<file path="src/hdl/fpl_pkg.sv">
// Types, constants and the microcode ROM for the four-pole ladder filter.
// No dependencies; every other file refers to it by scoped names.
package fpl_pkg;

    localparam int SAMPLE_W   = 16;
    localparam int STATE_W    = 48;
    localparam int POLES      = 4;
    localparam int POLE_W     = $clog2(POLES);
    localparam int PC_W       = 4;
    localparam int CFG_IDX_W  = 3;
    localparam int CFG_DATA_W = 19;

    // Shared multiplier: 48-bit operand split into two 24-bit halves
    localparam int HALF_W     = 24;
    localparam int MOP_W      = HALF_W + 1;
    localparam int COEF_W     = 20;
    localparam int PROD_W     = MOP_W + COEF_W;
    localparam int MAC_W      = STATE_W + COEF_W;
    localparam int ACC_W      = STATE_W + 2;
    localparam int COEF_FRAC  = 16;

    localparam logic signed [COEF_W-1:0] TAP_COEF = 20'sd19661;   // 0.3 in Q3.16

    localparam logic signed [STATE_W-1:0] STATE_MAX = 48'sh7FFFFFFFFFFF;
    localparam logic signed [STATE_W-1:0] STATE_MIN = -STATE_MAX - 48'sd1;
    localparam logic signed [MAC_W-1:0]   SAT_HI    = 68'sh7FFFFFFFFFFF;
    localparam logic signed [MAC_W-1:0]   SAT_LO    = -SAT_HI - 68'sd1;

    // Register indexes
    localparam logic [CFG_IDX_W-1:0] REG_ENABLE   = 3'd0;
    localparam logic [CFG_IDX_W-1:0] REG_MODE     = 3'd1;
    localparam logic [CFG_IDX_W-1:0] REG_FEEDBACK = 3'd2;
    localparam logic [CFG_IDX_W-1:0] REG_IN_GAIN  = 3'd3;
    localparam logic [CFG_IDX_W-1:0] REG_DECAY    = 3'd4;

    // Output modes; the unused code acts as lowpass
    localparam logic [1:0] MODE_LOWPASS  = 2'd0;
    localparam logic [1:0] MODE_BANDPASS = 2'd1;
    localparam logic [1:0] MODE_HIGHPASS = 2'd2;

    // Microprogram addresses
    localparam logic [PC_W-1:0] PC_START = 4'd0;
    localparam logic [PC_W-1:0] PC_POLE  = 4'd6;
    localparam logic [PC_W-1:0] PC_OUT   = 4'd12;

    typedef struct packed {
        logic                        enable;
        logic [1:0]                  mode;
        logic [18:0]                 feedback_gain;
        logic [15:0]                 input_gain;
        logic signed [17:0]          pole_decay;
    } cfg_t;

    typedef enum logic [1:0] {MUL_NONE, MUL_LO, MUL_HI} mul_op_t;
    typedef enum logic [1:0] {ASEL_SO_LAST, ASEL_ACC, ASEL_SP_K, ASEL_SO_K} a_sel_t;
    typedef enum logic [1:0] {CSEL_FB, CSEL_IG, CSEL_TAP, CSEL_DECAY} c_sel_t;
    typedef enum logic [2:0] {ACC_NONE, ACC_LOAD_X, ACC_LOAD_S, ACC_ADD_T, ACC_SUB_T} acc_op_t;
    typedef enum logic [1:0] {WR_NONE, WR_U, WR_POLE, WR_OUT} wr_op_t;
    typedef enum logic [1:0] {SEQ_NEXT, SEQ_LOOP, SEQ_END} seq_op_t;

    typedef struct packed {
        mul_op_t         mul_op;
        a_sel_t          a_sel;
        c_sel_t          c_sel;
        acc_op_t         acc_op;
        wr_op_t          wr_op;
        seq_op_t         seq_op;
        logic            k_clr;
        logic [PC_W-1:0] target;
    } ucode_t;

    typedef struct packed {
        ucode_t            uc;
        logic [POLE_W-1:0] pole;
        logic              load_x;
    } dp_ctrl_t;

    localparam ucode_t UC_NOP = '{MUL_NONE, ASEL_SO_LAST, CSEL_FB, ACC_NONE,
                                  WR_NONE, SEQ_NEXT, 1'b0, PC_START};

    function automatic ucode_t uc_word(mul_op_t m, a_sel_t a, c_sel_t c, acc_op_t acc,
                                       wr_op_t wr, seq_op_t sq, logic kc,
                                       logic [PC_W-1:0] tgt);
        ucode_t w;
        w.mul_op = m;
        w.a_sel  = a;
        w.c_sel  = c;
        w.acc_op = acc;
        w.wr_op  = wr;
        w.seq_op = sq;
        w.k_clr  = kc;
        w.target = tgt;
        return w;
    endfunction

    // Microprogram: feedback, input gain, one pass of steps 6..11 per pole, then the output step
    function automatic ucode_t ucode_rom(input logic [PC_W-1:0] pc);
        ucode_t w;
        case (pc)
            4'd0:  w = uc_word(MUL_LO, ASEL_SO_LAST, CSEL_FB, ACC_LOAD_X,
                               WR_NONE, SEQ_NEXT, 1'b1, PC_START);
            4'd1:  w = uc_word(MUL_HI, ASEL_SO_LAST, CSEL_FB, ACC_NONE,
                               WR_NONE, SEQ_NEXT, 1'b0, PC_START);
            4'd2:  w = uc_word(MUL_NONE, ASEL_ACC, CSEL_IG, ACC_SUB_T,
                               WR_NONE, SEQ_NEXT, 1'b0, PC_START);
            4'd3:  w = uc_word(MUL_LO, ASEL_ACC, CSEL_IG, ACC_NONE,
                               WR_NONE, SEQ_NEXT, 1'b0, PC_START);
            4'd4:  w = uc_word(MUL_HI, ASEL_ACC, CSEL_IG, ACC_NONE,
                               WR_NONE, SEQ_NEXT, 1'b0, PC_START);
            4'd5:  w = uc_word(MUL_NONE, ASEL_ACC, CSEL_IG, ACC_NONE,
                               WR_U, SEQ_NEXT, 1'b0, PC_START);
            4'd6:  w = uc_word(MUL_LO, ASEL_SP_K, CSEL_TAP, ACC_LOAD_S,
                               WR_NONE, SEQ_NEXT, 1'b0, PC_START);
            4'd7:  w = uc_word(MUL_HI, ASEL_SP_K, CSEL_TAP, ACC_NONE,
                               WR_NONE, SEQ_NEXT, 1'b0, PC_START);
            4'd8:  w = uc_word(MUL_LO, ASEL_SO_K, CSEL_DECAY, ACC_ADD_T,
                               WR_NONE, SEQ_NEXT, 1'b0, PC_START);
            4'd9:  w = uc_word(MUL_HI, ASEL_SO_K, CSEL_DECAY, ACC_NONE,
                               WR_NONE, SEQ_NEXT, 1'b0, PC_START);
            4'd10: w = uc_word(MUL_NONE, ASEL_SO_K, CSEL_DECAY, ACC_ADD_T,
                               WR_NONE, SEQ_NEXT, 1'b0, PC_START);
            4'd11: w = uc_word(MUL_NONE, ASEL_SO_K, CSEL_DECAY, ACC_NONE,
                               WR_POLE, SEQ_LOOP, 1'b0, PC_POLE);
            4'd12: w = uc_word(MUL_NONE, ASEL_SO_LAST, CSEL_FB, ACC_NONE,
                               WR_OUT, SEQ_END, 1'b0, PC_START);
            default: w = uc_word(MUL_NONE, ASEL_SO_LAST, CSEL_FB, ACC_NONE,
                                 WR_NONE, SEQ_END, 1'b0, PC_START);
        endcase
        return w;
    endfunction

    function automatic logic signed [STATE_W-1:0] sat48(input logic signed [MAC_W-1:0] v);
        logic signed [STATE_W-1:0] r;
        if (v > SAT_HI)
            r = STATE_MAX;
        else if (v < SAT_LO)
            r = STATE_MIN;
        else
            r = v[STATE_W-1:0];
        return r;
    endfunction

endpackage

</file>
<file path="src/hdl/fpl_if.sv">
// Valid/ready channel interfaces for input samples and filtered results.
// Depends on fpl_pkg for the sample width.
interface fpl_in_if;
    logic                                  valid;
    logic                                  ready;
    logic signed [fpl_pkg::SAMPLE_W-1:0]   sample_in;

    modport source (output valid, output sample_in, input ready);
    modport sink   (input valid, input sample_in, output ready);
endinterface

interface fpl_out_if;
    logic                                  valid;
    logic                                  ready;
    logic signed [fpl_pkg::SAMPLE_W-1:0]   sample_out;
    logic                                  clipped;

    modport source (output valid, output sample_out, output clipped, input ready);
    modport sink   (input valid, input sample_out, input clipped, output ready);
endinterface

</file>
<file path="src/hdl/fpl_seq.sv">
// Microcode sequencer: step counter, pole counter and ROM lookup.
// Depends on fpl_pkg for the control word and the ROM.
module fpl_seq
(
    input  logic                clk,
    input  logic                rst_n,
    input  logic                start,
    input  logic                enable,
    input  logic                out_free,
    output logic                ready,
    output fpl_pkg::dp_ctrl_t   ctrl
);

    logic                          run_reg, run_next;
    logic [fpl_pkg::PC_W-1:0]      pc_reg, pc_next;
    logic [fpl_pkg::POLE_W-1:0]    k_reg, k_next;
    fpl_pkg::ucode_t               word;
    logic                          stall;

    always_ff @(posedge clk or negedge rst_n)
    begin
        if (!rst_n)
        begin
            run_reg <= 1'b0;
            pc_reg  <= fpl_pkg::PC_START;
            k_reg   <= '0;
        end
        else
        begin
            run_reg <= run_next;
            pc_reg  <= pc_next;
            k_reg   <= k_next;
        end
    end

    always_comb
    begin
        word  = fpl_pkg::ucode_rom(pc_reg);
        // the result step waits for the output register
        stall = run_reg && (word.seq_op == fpl_pkg::SEQ_END) && !out_free;

        ctrl.uc     = run_reg ? word : fpl_pkg::UC_NOP;
        if (stall)
            ctrl.uc.wr_op = fpl_pkg::WR_NONE;
        ctrl.pole   = k_reg;
        ctrl.load_x = start;
        ready       = !run_reg;

        run_next = run_reg;
        pc_next  = pc_reg;
        k_next   = k_reg;

        if (!run_reg)
        begin
            if (start)
            begin
                run_next = 1'b1;
                pc_next  = enable ? fpl_pkg::PC_START : fpl_pkg::PC_OUT;
            end
        end
        else
        begin
            if (word.k_clr)
                k_next = '0;
            else if (word.wr_op == fpl_pkg::WR_POLE)
                k_next = k_reg + 1'b1;

            case (word.seq_op)
                fpl_pkg::SEQ_NEXT: pc_next = pc_reg + 1'b1;
                fpl_pkg::SEQ_LOOP:
                begin
                    if (k_reg != fpl_pkg::POLE_W'(fpl_pkg::POLES - 1))
                        pc_next = word.target;
                    else
                        pc_next = pc_reg + 1'b1;
                end
                fpl_pkg::SEQ_END:
                begin
                    if (!stall)
                    begin
                        run_next = 1'b0;
                        pc_next  = fpl_pkg::PC_START;
                    end
                end
                default: pc_next = fpl_pkg::PC_START;
            endcase
        end
    end

endmodule

</file>
<file path="src/hdl/fpl_dp.sv">
// Datapath: shared 25x20 multiply-accumulate, sum register, pole state and
// result register. Driven by the control word from fpl_seq; uses fpl_pkg.
module fpl_dp
#(
    parameter int FRAC_BITS = 16
)
(
    input  logic                                 clk,
    input  logic                                 rst_n,
    input  fpl_pkg::dp_ctrl_t                    ctrl,
    input  fpl_pkg::cfg_t                        cfg,
    input  logic signed [fpl_pkg::SAMPLE_W-1:0]  sample_in,
    input  logic                                 out_ready,
    output logic                                 out_free,
    output logic                                 out_valid,
    output logic signed [fpl_pkg::SAMPLE_W-1:0]  sample_out,
    output logic                                 clipped
);

    localparam int SW = fpl_pkg::STATE_W;
    localparam int X_W = fpl_pkg::SAMPLE_W + FRAC_BITS;
    localparam logic signed [SW:0] ROUND = (SW+1)'(1) <<< (FRAC_BITS - 1);

    logic signed [fpl_pkg::SAMPLE_W-1:0]  x_reg;
    logic signed [fpl_pkg::ACC_W-1:0]     acc_reg;
    logic signed [fpl_pkg::MAC_W-1:0]     mq_reg;
    logic signed [SW-1:0]                 u_reg;
    logic signed [SW-1:0]                 s_reg;
    logic signed [SW-1:0]                 so_reg [fpl_pkg::POLES];
    logic signed [SW-1:0]                 sp_reg [fpl_pkg::POLES];
    logic                                 out_valid_reg;
    logic signed [fpl_pkg::SAMPLE_W-1:0]  sample_out_reg;
    logic                                 clipped_reg;

    logic signed [SW-1:0]                 a_op;
    logic signed [fpl_pkg::MOP_W-1:0]     a_half;
    logic signed [fpl_pkg::COEF_W-1:0]    c_op;
    logic signed [fpl_pkg::PROD_W-1:0]    prod;
    logic signed [SW-1:0]                 term;
    logic signed [SW-1:0]                 acc_sat;
    logic signed [X_W-1:0]                x_scaled;

    logic signed [SW:0]                   band_diff;
    logic signed [SW+2:0]                 band_x3;
    logic signed [SW-1:0]                 v_sel;
    logic signed [SW:0]                   v_rnd;
    logic signed [SW:0]                   r_val;
    logic                                 clip_hi, clip_lo;
    logic signed [fpl_pkg::SAMPLE_W-1:0]  filt_out;

    // Multiplier operands
    always_comb
    begin
        acc_sat = fpl_pkg::sat48(fpl_pkg::MAC_W'(acc_reg));
        case (ctrl.uc.a_sel)
            fpl_pkg::ASEL_SO_LAST: a_op = so_reg[fpl_pkg::POLES-1];
            fpl_pkg::ASEL_ACC:     a_op = acc_sat;
            fpl_pkg::ASEL_SP_K:    a_op = sp_reg[ctrl.pole];
            fpl_pkg::ASEL_SO_K:    a_op = so_reg[ctrl.pole];
            default:               a_op = so_reg[fpl_pkg::POLES-1];
        endcase

        if (ctrl.uc.mul_op == fpl_pkg::MUL_HI)
            a_half = fpl_pkg::MOP_W'($signed(a_op[SW-1:fpl_pkg::HALF_W]));
        else
            a_half = $signed({1'b0, a_op[fpl_pkg::HALF_W-1:0]});

        case (ctrl.uc.c_sel)
            fpl_pkg::CSEL_FB:    c_op = $signed({1'b0, cfg.feedback_gain});
            fpl_pkg::CSEL_IG:    c_op = $signed({4'b0, cfg.input_gain});
            fpl_pkg::CSEL_TAP:   c_op = fpl_pkg::TAP_COEF;
            fpl_pkg::CSEL_DECAY: c_op = fpl_pkg::COEF_W'(cfg.pole_decay);
            default:             c_op = fpl_pkg::TAP_COEF;
        endcase

        prod     = a_half * c_op;
        term     = fpl_pkg::sat48(mq_reg >>> fpl_pkg::COEF_FRAC);
        x_scaled = X_W'(x_reg) <<< FRAC_BITS;
    end

    // Output selection, round half up, saturate to the sample range
    always_comb
    begin
        band_diff = (SW+1)'(so_reg[2]) - (SW+1)'(so_reg[fpl_pkg::POLES-1]);
        band_x3   = (SW+3)'(band_diff) + ((SW+3)'(band_diff) <<< 1);
        case (cfg.mode)
            fpl_pkg::MODE_BANDPASS:
                v_sel = fpl_pkg::sat48(fpl_pkg::MAC_W'(band_x3));
            fpl_pkg::MODE_HIGHPASS:
                v_sel = fpl_pkg::sat48(fpl_pkg::MAC_W'(u_reg)
                                       - fpl_pkg::MAC_W'(so_reg[fpl_pkg::POLES-1]));
            default:
                v_sel = so_reg[fpl_pkg::POLES-1];
        endcase
        v_rnd   = (SW+1)'(v_sel) + ROUND;
        r_val   = v_rnd >>> FRAC_BITS;
        clip_hi = r_val > (SW+1)'(32767);
        clip_lo = r_val < -(SW+1)'(32768);
        if (clip_hi)
            filt_out = 16'sh7FFF;
        else if (clip_lo)
            filt_out = 16'sh8000;
        else
            filt_out = r_val[fpl_pkg::SAMPLE_W-1:0];
    end

    // Working registers
    always_ff @(posedge clk)
    begin
        if (ctrl.load_x)
            x_reg <= sample_in;

        case (ctrl.uc.mul_op)
            fpl_pkg::MUL_LO: mq_reg <= fpl_pkg::MAC_W'(prod);
            fpl_pkg::MUL_HI: mq_reg <= mq_reg + (fpl_pkg::MAC_W'(prod) <<< fpl_pkg::HALF_W);
            default:         mq_reg <= mq_reg;
        endcase

        case (ctrl.uc.acc_op)
            fpl_pkg::ACC_LOAD_X: acc_reg <= fpl_pkg::ACC_W'(x_scaled);
            fpl_pkg::ACC_LOAD_S: acc_reg <= fpl_pkg::ACC_W'(s_reg);
            fpl_pkg::ACC_ADD_T:  acc_reg <= acc_reg + fpl_pkg::ACC_W'(term);
            fpl_pkg::ACC_SUB_T:  acc_reg <= acc_reg - fpl_pkg::ACC_W'(term);
            default:             acc_reg <= acc_reg;
        endcase

        if (ctrl.uc.wr_op == fpl_pkg::WR_U)
        begin
            u_reg <= term;
            s_reg <= term;
        end
        else if (ctrl.uc.wr_op == fpl_pkg::WR_POLE)
            s_reg <= acc_sat;

        if (ctrl.uc.wr_op == fpl_pkg::WR_OUT)
        begin
            sample_out_reg <= cfg.enable ? filt_out : x_reg;
            clipped_reg    <= cfg.enable && (clip_hi || clip_lo);
        end
    end

    // Pole state and result valid
    always_ff @(posedge clk or negedge rst_n)
    begin
        if (!rst_n)
        begin
            for (int i = 0; i < fpl_pkg::POLES; i++)
            begin
                so_reg[i] <= '0;
                sp_reg[i] <= '0;
            end
            out_valid_reg <= 1'b0;
        end
        else
        begin
            if (ctrl.uc.wr_op == fpl_pkg::WR_POLE)
            begin
                so_reg[ctrl.pole] <= acc_sat;
                sp_reg[ctrl.pole] <= s_reg;
            end
            if (ctrl.uc.wr_op == fpl_pkg::WR_OUT)
                out_valid_reg <= 1'b1;
            else if (out_ready)
                out_valid_reg <= 1'b0;
        end
    end

    assign out_free   = !out_valid_reg || out_ready;
    assign out_valid  = out_valid_reg;
    assign sample_out = sample_out_reg;
    assign clipped    = clipped_reg;

endmodule

</file>
<file path="src/hdl/four_pole_ladder_filter.sv">
// Four-pole ladder filter: a microcode sequencer runs each accepted item through the
// program and takes no new item until that item's result is written. A bypassed item
// (enable low) runs only the output step. Ten coefficient products per item, each two
// passes of the one 25x20 multiplier, plus sum and write steps, make up the program.
// Reset clears the configuration (pole_decay to 1.0), the pole state and the
// result valid flag; no clearing pass.
module four_pole_ladder_filter
#(
    parameter int STATE_FRACTION_BITS = 16
)
(
    input  logic                                 clk,
    input  logic                                 rst_n,
    fpl_in_if.sink                               samples,
    fpl_out_if.source                            results,
    input  logic                                 cfg_we,
    input  logic [fpl_pkg::CFG_IDX_W-1:0]        cfg_index,
    input  logic [fpl_pkg::CFG_DATA_W-1:0]       cfg_data
);

    fpl_pkg::cfg_t      cfg_reg;
    fpl_pkg::dp_ctrl_t  ctrl;
    logic               start;
    logic               seq_ready;
    logic               out_free;

    always_ff @(posedge clk or negedge rst_n)
    begin
        if (!rst_n)
        begin
            cfg_reg.enable        <= 1'b0;
            cfg_reg.mode          <= fpl_pkg::MODE_LOWPASS;
            cfg_reg.feedback_gain <= '0;
            cfg_reg.input_gain    <= '0;
            cfg_reg.pole_decay    <= 18'sh10000;
        end
        else if (cfg_we)
        begin
            case (cfg_index)
                fpl_pkg::REG_ENABLE:   cfg_reg.enable        <= cfg_data[0];
                fpl_pkg::REG_MODE:     cfg_reg.mode          <= cfg_data[1:0];
                fpl_pkg::REG_FEEDBACK: cfg_reg.feedback_gain <= cfg_data[18:0];
                fpl_pkg::REG_IN_GAIN:  cfg_reg.input_gain    <= cfg_data[15:0];
                fpl_pkg::REG_DECAY:    cfg_reg.pole_decay    <= $signed(cfg_data[17:0]);
                default:               cfg_reg <= cfg_reg;
            endcase
        end
    end

    assign samples.ready = seq_ready;
    assign start         = samples.valid && seq_ready;

    fpl_seq u_seq
    (
        .clk      (clk),
        .rst_n    (rst_n),
        .start    (start),
        .enable   (cfg_reg.enable),
        .out_free (out_free),
        .ready    (seq_ready),
        .ctrl     (ctrl)
    );

    fpl_dp #(
        .FRAC_BITS (STATE_FRACTION_BITS)
    ) u_dp
    (
        .clk        (clk),
        .rst_n      (rst_n),
        .ctrl       (ctrl),
        .cfg        (cfg_reg),
        .sample_in  (samples.sample_in),
        .out_ready  (results.ready),
        .out_free   (out_free),
        .out_valid  (results.valid),
        .sample_out (results.sample_out),
        .clipped    (results.clipped)
    );

    // Not ready in the cycle after taking an item
    a_busy_after_accept: assert property (@(posedge clk) disable iff (!rst_n)
        samples.valid && samples.ready |=> !samples.ready)
        else $error("input accepted on consecutive cycles");

    // Pole counter has wrapped back to zero whenever the sequencer is idle
    a_pole_idle_zero: assert property (@(posedge clk) disable iff (!rst_n)
        samples.ready |-> (ctrl.pole == '0))
        else $error("pole counter not zero while idle");

    // A result only appears after the output step of the program
    a_result_from_out_step: assert property (@(posedge clk) disable iff (!rst_n)
        $rose(results.valid) |-> $past(ctrl.uc.wr_op == fpl_pkg::WR_OUT))
        else $error("result valid without an output step");

endmodule

</file>
<file path="src/flat_wrapper.sv">
// flat-port wrapper written by rule: the top's interface ports become plain ports
module four_pole_ladder_filter_flat 
#(
    parameter int STATE_FRACTION_BITS = 16
)
  (clk, rst_n, cfg_we, cfg_index, cfg_data, samples_valid, samples_sample_in, samples_ready, results_valid, results_sample_out, results_clipped, results_ready);
  fpl_in_if samples_i ();
  fpl_out_if results_i ();
  input  logic clk;
  input  logic rst_n;
  input  logic cfg_we;
  input  logic [fpl_pkg::CFG_IDX_W-1:0] cfg_index;
  input  logic [fpl_pkg::CFG_DATA_W-1:0] cfg_data;
  input wire logic [$bits(samples_i.valid)-1:0] samples_valid;
  input wire logic [$bits(samples_i.sample_in)-1:0] samples_sample_in;
  output wire logic [$bits(samples_i.ready)-1:0] samples_ready;
  output wire logic [$bits(results_i.valid)-1:0] results_valid;
  output wire logic [$bits(results_i.sample_out)-1:0] results_sample_out;
  output wire logic [$bits(results_i.clipped)-1:0] results_clipped;
  input wire logic [$bits(results_i.ready)-1:0] results_ready;
  assign samples_i.valid = samples_valid;
  assign samples_i.sample_in = samples_sample_in;
  assign samples_ready = samples_i.ready;
  assign results_valid = results_i.valid;
  assign results_sample_out = results_i.sample_out;
  assign results_clipped = results_i.clipped;
  assign results_i.ready = results_ready;
  four_pole_ladder_filter #(.STATE_FRACTION_BITS(STATE_FRACTION_BITS)) u_core (.clk(clk), .rst_n(rst_n), .samples(samples_i), .results(results_i), .cfg_we(cfg_we), .cfg_index(cfg_index), .cfg_data(cfg_data));
endmodule
</file>
<file path="config.mk">
export PLATFORM = sky130hd
export DESIGN_NAME = four_pole_ladder_filter_flat
export DESIGN_NICKNAME = d
export VERILOG_FILES = /design/src/hdl/fpl_pkg.sv /design/src/hdl/fpl_if.sv /design/src/hdl/fpl_seq.sv /design/src/hdl/fpl_dp.sv /design/src/hdl/four_pole_ladder_filter.sv /design/src/flat_wrapper.sv
export SDC_FILE = /design/constraint.sdc
export NUM_CORES = 2
export LEC_CHECK = 0
export BUFFER_PORTS_ARGS = -buffer_cell sky130_fd_sc_hd__buf_2
export CORE_AREA = 2 2 404 406
export CTS_CLUSTER_DIAMETER = 200
export CTS_CLUSTER_SIZE = 14
export DETAILED_ROUTE_END_ITERATION = 8
export DIE_AREA = 0 0 406 408
export MAX_ROUTING_LAYER = met4
export PLACE_DENSITY_LB_ADDON = 0.1
export SLEW_MARGIN = 30
export SYNTH_ARGS = -nofsm -noshare
export SYNTH_HDL_FRONTEND = slang
export SYNTH_HIERARCHICAL = 1
export SYNTH_SLANG_ARGS = --single-unit
</file>
<file path="constraint.sdc">
create_clock -name clk -period 14.9 [get_ports clk]
set_input_delay 1.49 -clock clk [delete_from_list [all_inputs] [get_ports clk]]
set_output_delay 1.49 -clock clk [all_outputs]
set_load 0.02 [all_outputs]
</file>
Word level (Yosys, flattened, before mapping)
Memory sizes are Yosys's and may differ from the RTL's.
Cells that the tools add are included.

cells by class
  equality and inequality tests = 26
  bitwise operators = 1
  muxes and demuxes = 45
  add/sub/neg operators = 9
  reduce and logical (&&, ||, !) cells = 27
  magnitude comparators = 12
  multipliers = 1

operators by type and width
  operator                  number
  $mux W48                  15
  $bwmux W192               2
  $pmux W50 S4              1
  $bmux W48 S2              2
  $pmux W48 S4              1
  $pmux W68 S2              1
  $sub A48 B48 Y49          2
  $demux W48 S2             1
  $pmux W48 S2              1
  $pmux W20 S4              1
  $add A68 B68 Y68          1
  $gt A52 B48 Y1 const B    1
  $lt A52 B48 Y1 const B    1
  $add A49 B50 Y51          1
  $gt A51 B48 Y1 const B    1
  $lt A51 B48 Y1 const B    1
  $add A50 B48 Y50          1
  $gt A50 B48 Y1 const B    1
  $lt A50 B48 Y1 const B    1
  $sub A50 B48 Y50          1
  $add A48 B17 Y49 const B  1
  $gt A49 B48 Y1 const B    1
  $lt A49 B48 Y1 const B    1
  $mux W16                  3
  other kinds (29)          78

word-level totals
  word-level logic and storage cells = 146
  memories kept = 1
  input port bits = 43
  output and inout bits = 19
  bits in registers = 695
  bits in read-only memories = 256

memories
  memory            words  width  rd ports  clocked after Yosys merged registers in  write ports  line           RTL
  (name not given)  16     16     1         0                                        0            fpl_pkg.sv:99  case (pc)

Logic depth before layout (Yosys ltp)
  word-level depth = 11
  mapped depth = 53

Modules after synthesis
Netlist, hierarchy kept.

by module, submodules not included
  module                   area each (um2)  cells each  instances
  fpl_dp                   61301.3          6489        1
  four_pole_ladder_filter  2249.7           123         1
  fpl_seq                  685.7            87          1

Least setup slack after synthesis
Ideal clock, no wire load.

  path kind = register to register
  from = reg u_core/u_seq/pc_reg[1] (netlist bit)
  to = reg u_core/u_dp/mq_reg[67] (netlist bit) (data pin)
  clock period less this slack = 11.996 ns
  data arrival time = 11.742 ns
  cell stages (with the launch flop) = 49
  setup time = 0.254 ns
  path slack = 2.904 ns
  data required time = 14.646 ns
  path buffers = 5
  path through = dfrtp_1 ha_1 nand2_1 a21oi_1 buf_4 clkbuf_1 clkbuf_1 buf_1 mux4_2 mux2_2 clkbuf_1 nand2_1 fa_1 inv_1 fa_1 inv_1 fa_1 inv_1 [... 13 more ...] a41oi_1 a2111oi_0 a2111oi_0 nor3_1 xor2_1 ha_1 or2_2 a21oi_1 a31o_2 o211a_1 a21oi_1 a21oi_1 o21bai_1 a21oi_1 o21bai_1 a21oi_1 xnor2_1 a21o_1

RTL lines
  what                      line           RTL
  start: declaration        fpl_seq.sv:15  logic [fpl_pkg::PC_W-1:0] pc_reg, pc_next;
  start signal: assignment  fpl_seq.sv:25  pc_reg <= fpl_pkg::PC_START;
  start signal: assignment  fpl_seq.sv:31  pc_reg <= pc_next;
  end signal: assignment    fpl_dp.sv:114  fpl_pkg::MUL_LO: mq_reg <= fpl_pkg::MAC_W'(prod);
  end signal: assignment    fpl_dp.sv:115  fpl_pkg::MUL_HI: mq_reg <= mq_reg + (fpl_pkg::MAC_W'(prod) <<< fpl_pkg::HALF_W);
  end signal: assignment    fpl_dp.sv:116  default: mq_reg <= mq_reg;
  end: declaration          fpl_dp.sv:26   logic signed [fpl_pkg::MAC_W-1:0] mq_reg;

==> summary.md <==
| Metric | Value |
|---|---|
| Outcome | `finished clean` |
| Data required, critical path | `15.33 ns` |
| Longest Clk Path Bufs | `3` |
| Layout cells sized above 1 | `11.6%` |
| CP Class | `reg -> reg` |
| Slowest cell on crit path | `a2111oi_0` |
| Tightest slew margin relative to the limit | `32.3%` |
| Setup_tns | `0 ns` |
| Synth Instances | `6693` |
| Latest clock arrival within the worst-skew pair | `0.69 ns` |
| RSZ-0062 raised after global routing | `false` |
| Die height | `408 um` |
| Min-delay worst type | `reg -> reg` |
| Largest net degree at the start of global routing | `157` |
| Ys Warns | `6` |
| Pre-Repair DR Iteration Count | `8` |
| Fmax | `74.9 MHz` |
| Worst setup EP type | `flop` |
| Max cap viols | `0` |
| Worst Max-Slew Pin Slew | `1.01 ns` |
| CP Data Arrival Time | `13.79 ns` |
| Wire per inst | `25.7 um` |
| CP Launch Type | `flop` |
| Post-CTS setup buffers | `0` |
| H-tree lvl count | `2` |
| Vias/cell | `5.69` |
| Syn_area_per_cell | `9.59 um2` |
| Area Growth Syn to Fin | `7.46%` |
| Max-slew violations | `0` |
| Ports | `62` |
| Critical-path maximum fanout | `23` |
| Final setup viols | `0` |
| Core box area | `162000 um2` |
| NumNets Final | `7579` |
| Post-cts resize count | `0` |
| Gr usage total | `28.3%` |
| Crit share post-route | `89.6%` |
| Global-route wire length before repair | `338000 um` |
| Root Driver | `clkbuf_16` |
| Starting Density | `39.7%` |
| Min-Delay Path Depth | `2` |
| Die ar. | `166000 um2` |
| Routed wire length | `228000 um` |
| Clock sink total | `679` |
| PortBufs | `61` |
| Synthesized area | `64200 um2` |
| Clock-pin transition on the worst setup and hold timing paths | `0.07 ns` |
| TritonCTS clock tree | `built` |
| Num CTS Buffers | `54` |
| Initial antenna violation count | `7` |
| GR Overflow Total | `0` |
| Clk_skew | `0.0510 ns` |
| Residual DRC count | `0` |
| Post-DRT Antenna Nets | `0` |
| CP peak stage delay | `0.87 ns` |
| Quantity of hold-fixing buffers added after cts | `0` |
| Syn_nets | `7623` |
| Die width | `406 um` |
| DR vias | `50500` |
| Min Tclk post-route | `13.36 ns` |
| Vias in the first global route | `49400` |
| Final hold violation count | `0` |
| Detail Placement HPWL | `180000 um` |
| Reg2reg path depth | `49` |
| Routability cong. | `0.949` |
| Iteration-0 DRC Markers | `4462` |
| Row Count | `148` |
| CP most frequent cell | `inv_1` |
cell usage in the layout (no fill, tap or decap), types with 59 or more instances in the layout:
cell and n:
inv_1 845, nand2_1 810, fa_1 515, o21ai_0 493, dfrtp_1 445, nor2_1 387
ha_1 370, a21oi_1 318, mux2_2 265, edfxtp_1 231, xnor2_1 202, a21o_1 144
mux4_2 142, buf_4 131, xor2_1 92, nand3_1 82, and2_1 77, nor3_1 73
buf_2 60, nand2b_1 59
path summary, 6_finish.rpt:
path,start,end,slack [ns]
setup / recovery,u_core/u_seq/pc_reg[0],u_core/u_dp/mq_reg[67],1.54
hold / removal,u_core/u_dp/sp_reg[165],u_core/u_dp/sp_reg[165],0.48
setup reg to reg,u_core/u_seq/pc_reg[0],u_core/u_dp/mq_reg[67],1.54
hold reg to reg,u_core/u_dp/sp_reg[165],u_core/u_dp/sp_reg[165],0.48
max in group asynchronous,rst_n,u_core/cfg_reg[42],11.92
min in group asynchronous,rst_n,u_core/u_dp/sp_reg[97],0.82
routing by layer:
metal	vias up	part of all wire, %	wire length [um]	GRT usage (%)
met5	-	0	0	-
met3	215	6.5	14800	4.01
met4	0	2.2	5060	5.77
met1	25800	47	106000	40.9
li1	22800	-	-	-
met2	1645	45	102000	42.2
metrics by stage:
step,instance area [um2],worst slack [ns],hold slack [ns],std cells,utilization [%]
2_1_floorplan,64200,2.90,0.445,6693,-
3_3_place_gp,67200,1.73,0.458,8763,41.6
3_5_place_dp,67300,1.54,0.466,8765,41.6
4_1_cts,68900,1.48,0.484,8862,42.6
5_1_grt,69000,0.789,0.507,8866,42.7
6_report,69000,1.54,0.480,8871,42.7
layout make-up:
type                            instances  area [um2]
Fill cell                           16000       92700
Multi-Input combinational cell       4861       41800
Sequential cell                       679       18200
Inverter                              851        3200
Tap cell                             2175        2720
Timing Repair Buffer                  202        1500
Clock buffer                           93        1500
Clock inverter                          4        78.8
Antenna cell                            6        15.0
critical path: cells and delay by family (launching register included):
kind | cells | cell delay, ns
adder cells (fa/ha/maj) | 11 | 4.81
AND/OR/NAND/NOR | 6 | 1.33
XOR/XNOR | 2 | 0.34
multiplexers | 1 | 0.46
flip-flops | 1 | 0.51
AO/OA/AOI/OAI | 18 | 4.03
buffers and inverters | 11 | 1.57
Power is left out: the tool's default activity adds up to more than one toggle a clock period on the data nets, which glitch-free logic cannot reach.
